[config.mk]
export PLATFORM = sky130hd
export DESIGN_NAME = rbei_div
export DESIGN_NICKNAME = d
export VERILOG_FILES = /design/src/rtl/rbei_pkg.sv /design/src/rtl/rbei_div.sv
export SDC_FILE = /design/constraint.sdc
export NUM_CORES = 1
export LEC_CHECK = 0
export BUFFER_PORTS_ARGS = -buffer_cell sky130_fd_sc_hd__clkbuf_2
export CAP_MARGIN = 25
export CORE_ASPECT_RATIO = 2
export CORE_MARGIN = 2
export CORE_UTILIZATION = 44
export DETAILED_ROUTE_END_ITERATION = 16
export GPL_TIMING_DRIVEN = 0
export PLACE_DENSITY = 0.67
export SYNTH_ARGS = -nofsm -noshare
export SYNTH_HDL_FRONTEND = slang
export SYNTH_SLANG_ARGS = --single-unit
[constraint.sdc]
create_clock -name clk -period 6.5 [get_ports clk]
set_input_delay 0.325 -clock clk [delete_from_list [all_inputs] [get_ports clk]]
set_output_delay 0.325 -clock clk [all_outputs]
set_load 0.01 [all_outputs]
[src/rtl/rbei_pkg.sv]
// ----------------------------------------------------------------------------
// rbei_pkg: shared types, codes and helpers for the rigid body integrator
// Beat payload structs, command and register codes, saturation helpers.
// ----------------------------------------------------------------------------
`default_nettype none

package rbei_pkg;

  localparam logic [2:0] CMD_FORCE   = 3'd0;
  localparam logic [2:0] CMD_TORQUE  = 3'd1;
  localparam logic [2:0] CMD_TICK    = 3'd2;
  localparam logic [2:0] CMD_WALL    = 3'd3;
  localparam logic [2:0] CMD_RESTART = 3'd4;

  localparam logic [2:0] CFG_MASS    = 3'd0;
  localparam logic [2:0] CFG_RADIUS  = 3'd1;
  localparam logic [2:0] CFG_BOUNCE  = 3'd2;
  localparam logic [2:0] CFG_START_X = 3'd3;
  localparam logic [2:0] CFG_START_Y = 3'd4;
  localparam logic [2:0] CFG_START_A = 3'd5;

  localparam int DIV_NUM_W = 36;
  localparam int DIV_DVD_W = DIV_NUM_W + 16;

  typedef struct packed {
    logic        [2:0]  cmd;
    logic signed [31:0] vec_x;
    logic signed [31:0] vec_y;
    logic signed [31:0] arm_x;
    logic signed [31:0] arm_y;
    logic        [20:0] step_time;
  } in_item_t;

  typedef struct packed {
    logic signed [31:0] pos_x_out;
    logic signed [31:0] pos_y_out;
    logic signed [31:0] vel_x_out;
    logic signed [31:0] vel_y_out;
    logic signed [31:0] angle_out;
    logic signed [31:0] spin_out;
    logic               impulse_done;
  } out_item_t;

  function automatic logic signed [31:0] sat32(input logic signed [51:0] v);
    logic signed [31:0] r;
    if (&v[51:31] || ~|v[51:31]) begin
      r = v[31:0];
    end else if (v[51]) begin
      r = 32'sh8000_0000;
    end else begin
      r = 32'sh7FFF_FFFF;
    end
    return r;
  endfunction

  function automatic logic signed [51:0] sx32(input logic signed [31:0] v);
    return {{20{v[31]}}, v};
  endfunction

  function automatic logic signed [51:0] sx50(input logic signed [49:0] v);
    return {{2{v[49]}}, v};
  endfunction

endpackage

`default_nettype wire

[src/rtl/rbei_div.sv]
// ----------------------------------------------------------------------------
// rbei_div: iterative Q16.16 divider
// Computes sat32((num * 65536) / den) truncated toward zero, one quotient
// bit per cycle; den must be positive.
// ----------------------------------------------------------------------------
`default_nettype none

module rbei_div
  import rbei_pkg::*;
(
  input  wire logic                        clk,
  input  wire logic                        rst,
  input  wire logic                        start,
  input  wire logic signed [DIV_NUM_W-1:0] num,
  input  wire logic        [31:0]          den,
  output logic                             done,
  output logic signed [31:0]               quot
);

  logic                 busy;
  logic [5:0]           cnt;
  logic [31:0]          rem;
  logic [DIV_DVD_W-1:0] dvd;
  logic [DIV_DVD_W-1:0] quo;
  logic                 neg;
  logic [31:0]          den_q;

  logic [DIV_NUM_W-1:0] mag;
  logic [32:0]          rem_sh;
  logic                 ge;
  logic [32:0]          rem_diff;

  assign mag      = num[DIV_NUM_W-1] ? DIV_NUM_W'(-num) : DIV_NUM_W'(num);
  assign rem_sh   = {rem, dvd[DIV_DVD_W-1]};
  assign ge       = rem_sh >= {1'b0, den_q};
  assign rem_diff = rem_sh - {1'b0, den_q};

  always_ff @(posedge clk) begin
    if (rst) begin
      busy <= 1'b0;
      done <= 1'b0;
      cnt  <= '0;
    end else begin
      done <= 1'b0;
      if (start && !busy) begin
        busy  <= 1'b1;
        cnt   <= '0;
        rem   <= '0;
        dvd   <= {mag, 16'b0};
        quo   <= '0;
        neg   <= num[DIV_NUM_W-1];
        den_q <= den;
      end else if (busy) begin
        rem <= ge ? rem_diff[31:0] : rem_sh[31:0];
        dvd <= {dvd[DIV_DVD_W-2:0], 1'b0};
        quo <= {quo[DIV_DVD_W-2:0], ge};
        cnt <= cnt + 6'd1;
        if (cnt == 6'(DIV_DVD_W - 1)) begin
          busy <= 1'b0;
          done <= 1'b1;
        end
      end
    end
  end

  // Saturate the magnitude to the signed 32 bit range, then apply the sign.
  always_comb begin
    if (!neg) begin
      quot = (|quo[DIV_DVD_W-1:31]) ? 32'sh7FFF_FFFF : signed'(quo[31:0]);
    end else if (|quo[DIV_DVD_W-1:32] || (quo[31] && |quo[30:0])) begin
      quot = 32'sh8000_0000;
    end else begin
      quot = signed'(-quo[31:0]);
    end
  end

endmodule

`default_nettype wire

==> reports/results.txt <==
The tools report the CTS root buffer as sky130_fd_sc_hd__clkbuf_16. Once the clock tree was built, the setup fixing pass inserted 0 buffers. The number of cell rows is 77, and the DRC violation total after the first TritonRoute iteration is 310. Of the cells placed in the final design, the portion with a size suffix greater than 1 is 15.3%. The tools report the number of warnings reported in the yosys synthesis log as 0.

The maximum net fanout on the critical path works out to 10. Area added between synthesis and finish: 16.0%. Counting every sink on the clock net gives 161.

The run gives 0 as the final count of negative-setup-slack endpoints. The detailed-route wire length per cell was 17.3 um. The share of the clock period used by the worst path came out at 70.0%.

The endpoint of the lowest-slack register-to-register path is rem[16]$_SDFFCE_PP0P_. For the pin with the worst max-slew slack, the measured transition is 0.918 ns. The die boundary width came out at 109 um. The most critical setup path has its endpoint at quot[3].

On the final layout, the worst hold slack is 0.0646 ns. Core box area: 22000 um^2. The worst min-delay path category was primary input to register. 0 antenna diodes ended up in the layout. The power per standard cell area came out at 256 nW/um^2.

Launch instance of the worst register-to-register path: rem[2]$_SDFFCE_PP0P_. The run gives 68 as the count of cell types in the netlist. Sorting the synthesized cells by how often they occur yields 153 x sky130_fd_sc_hd__edfxtp_1, 108 x sky130_fd_sc_hd__nand2_1, 77 x sky130_fd_sc_hd__o21ai_0, 72 x sky130_fd_sc_hd__nor2_1, 58 x sky130_fd_sc_hd__a21oi_1. The worst hold path cell count is 1, and the clock input transition at the sequential cells of the worst setup and hold paths is 0.07 ns. For the final max-slew violation count, the log shows 0. The tools report the count of cells resized by post-cts repair as 0.

The number of antenna violations at the first check in global routing is 0. Detailed placement ended at an HPWL of 18600 um. The logs give 1091 for the synthesized net count and 21.8% for the global-route total usage across every layer. For this configuration, the core starts out at a cell density of 44.5%. The clock tree synthesis step divided the H-tree into 4 levels. The critical path goes through inv_1 > ha_1 > or3b_2 > nor4_4 > nand4_2 > or3_4 > o21ai_4 > nand2_2 > clkinv_2 > nand2_4 > buf_6 > o311ai_1 > clkbuf_2. The finished cells cover 11300 um^2. The number of hold-slack violations in the final timing report is 0. The endpoint type of the worst setup path was a primary output. The tools report the launch point of the worst path as quo[0]$_SDFFCE_PP0P_. Synthesis handed over a netlist of 984 instances. Count of hold buffers inserted by post-cts repair: 0.

The worst setup path is of the register to primary output kind. In this run the cell area of the synthesized design comes to 9770 um^2. Counting I/O delays and the setup requirement, the final critical path takes 4.55 ns.

The clock reaches the later pin of the worst-skew pair after 0.43 ns. The top achievable clock speed was 220 MHz; the delay of the slowest cell on the worst path was 0.52 ns. The endpoint arrival time on the critical path is 4.22 ns, and the number of global-route vias before repair is 8070. The logs give 104 for the I/O pin count and 2.23 ns for the worst reg-to-reg setup slack.

Final routed wirelength across all metal layers: 24200 um. The run finished with clean final reports. The congestion estimate from routability-driven global placement came to 0.915.

The cell family contributing the most delay on the critical path was simple AND/OR/NAND/NOR gates. Across all layers, the routed design uses 7889 vias. The share of synthesized area in the top cell type comes to 47.0%. The worst slew slack as a fraction of its limit was 38.6%; the maximum number of pins on one net before global-route repair was 32. Setup repair after global routing left no endpoint under its margin. In the post-synthesis netlist, the biggest area contributors are sky130_fd_sc_hd__edfxtp_1 47%, sky130_fd_sc_hd__ha_1 4.5%, sky130_fd_sc_hd__nand2_1 4.2%.

The synthesized design contains 161 register bits. After global routing the overflow that remains totals 0. The number of flops mapped to enable cells by yosys is 153, and the worst path setup slack after routing is 1.95 ns. STA classifies the critical path startpoint as a register. The leakage dissipation came out at 0.00449 uW.

Counting both buffers and inverters, the worst setup path holds a total of 4. The share of flip-flops with an asynchronous set or reset after synthesis came out at 0%. The longest clock path from root to sink contains 2 buffers.

The die covers 23500 um^2. Summed over all instances, the cell type with the most area after synthesis is sky130_fd_sc_hd__edfxtp_1. The cell depth of the worst setup path is 13, and the max-capacitance violation count is 0. In this run the remaining antenna-violating nets after routing total 0. Summing the sequential cell areas from Yosys gives 48.7% of the chip area.

The endpoint required time on the critical path is 6.17 ns, and the number of nets in the layout is 1218. TritonCTS built the clock tree. The count of buffers inserted at the top-level ports is 103. The number of vias per cell after detailed routing came out at 5.64.

The first-pass GRT wire length was 39500 um; the worst reg2reg path depth was 11. Among all stages on the critical path, the largest delay is contributed by sky130_fd_sc_hd__or3b_2. The number of buffers inserted during clock tree synthesis is 17. For this run, the leading register cell type out of synthesis is sky130_fd_sc_hd__edfxtp_1. Pre-CTS worst setup slack: 2.35 ns. For this run, design rule violations remaining after detail routing come to 0.

For the number of detailed-routing iterations run before antenna repair, the log shows 5. Across the VDD grid, the largest voltage drop is 0.146 mV. The cell area reported after detailed placement is 10700 um^2.

The die height works out to 215 um. The average instance in the mapped netlist occupies 9.92 um^2. The clock arrives with 0.00716 ns of skew. The most instantiated library cell after synthesis was sky130_fd_sc_hd__edfxtp_1.
-- state kept, by name (all words and copies together), names as in the netlist --
signal  flops
cnt         6
done        1
quo        52
dvd        36
busy        1
den_q      32
neg         1
rem        32
-- cells by family (layout without fill, tap and decap cells) --
logic type | count (synthesis) | after routing | share of synthesized area [%]
AND/OR/NAND/NOR | 367 | 367 | 19.2
adder cells (fa/ha/maj) | 36 | 36 | 4.69
XOR/XNOR | 63 | 63 | 5.65
AO/OA/AOI/OAI | 238 | 238 | 15.6
multiplexers | 23 | 23 | 2.36
buffers and inverters | 96 | 235 | 3.82
flip-flops | 161 | 161 | 48.7
-- per-stage QoR --
| stage | std cells | total power [uW] | utilization, % | setup TNS (ns) |
|---|---|---|---|---|
| after floorplan | 984 | 1720 | - | 0 |
| after global placement | 1363 | 1890 | 48.4 | -250.02 |
| after detailed placement | 1368 | 1900 | 48.9 | 0 |
| after CTS | 1399 | 2930 | 51.6 | 0 |
| after global routing | 1399 | 3040 | 51.6 | 0 |
| final | 1399 | 2900 | 51.6 | 0 |
-- metal layers --
layer	global-route usage [%]	part of all wire, %	vias to the layer above
met3	3.95	3.5	68
met2	41.2	57	213
li1	-	-	3862
met1	21.3	36	3746
met5	0	0	-
met4	11.8	4.4	0
-- where the power goes --
group / switching (uW) / internal [uW]
registers: 48.4 / 1240
logic: 348 / 238
clock network: 442 / 579
total: 839 / 2060
-- placed cells by master (no fill, tap or decap), types with 10 or more instances in the layout --
cell type / count
sky130_fd_sc_hd__ha_1: 35
sky130_fd_sc_hd__clkbuf_16: 17
sky130_fd_sc_hd__o21a_1: 10
sky130_fd_sc_hd__edfxtp_1: 153
sky130_fd_sc_hd__mux2i_1: 23
sky130_fd_sc_hd__xnor2_1: 22
sky130_fd_sc_hd__nor4_1: 12
sky130_fd_sc_hd__nor2_1: 70
sky130_fd_sc_hd__and2_1: 51
sky130_fd_sc_hd__nand3_1: 23
sky130_fd_sc_hd__clkbuf_2: 103
sky130_fd_sc_hd__nor3_1: 24
sky130_fd_sc_hd__or3_1: 14
sky130_fd_sc_hd__o21ai_0: 77
sky130_fd_sc_hd__o311ai_1: 10
sky130_fd_sc_hd__inv_1: 48
sky130_fd_sc_hd__o31ai_1: 13
sky130_fd_sc_hd__xor2_1: 41
sky130_fd_sc_hd__nand2_1: 108
sky130_fd_sc_hd__a21oi_1: 58
sky130_fd_sc_hd__clkbuf_1: 39
sky130_fd_sc_hd__a21o_1: 14
-- layout make-up --
type | count | area, um^2
fill | 2066 | 10600
sequential | 161 | 4750
multi-input combinational | 727 | 4650
timing repair buffer | 108 | 608
clock buffer | 17 | 425
tap | 276 | 345
buffer | 47 | 188
inverter | 49 | 185
clock inverter | 14 | 170
-- worst min path at each step --
stage	from	endpoint
6_report	den[6]	den_q[6]$_DFFE_PP_
5_1_grt	den[2]	den_q[2]$_DFFE_PP_
4_1_cts	den[6]	den_q[6]$_DFFE_PP_
3_5_place_dp	cnt[5]$_SDFFE_PP0P_	cnt[5]$_SDFFE_PP0P_
3_3_place_gp	cnt[5]$_SDFFE_PP0P_	cnt[5]$_SDFFE_PP0P_
2_1_floorplan	rst	done$_SDFF_PP0_
-- worst register-to-register path, cell delays in order (launching register included) --
cell and delay, ns:
sky130_fd_sc_hd__edfxtp_1 0.40, sky130_fd_sc_hd__ha_1 0.39, sky130_fd_sc_hd__a21o_1 0.21, sky130_fd_sc_hd__a21oi_1 0.25, sky130_fd_sc_hd__a21oi_1 0.13, sky130_fd_sc_hd__nor3_1 0.61
sky130_fd_sc_hd__o21ai_0 0.30, sky130_fd_sc_hd__a31oi_1 0.65, sky130_fd_sc_hd__o21ai_1 0.21, sky130_fd_sc_hd__buf_2 0.27, sky130_fd_sc_hd__clkbuf_1 0.33, sky130_fd_sc_hd__a211oi_1 0.33
No activity file was read; power rests on OpenSTA's default activity.
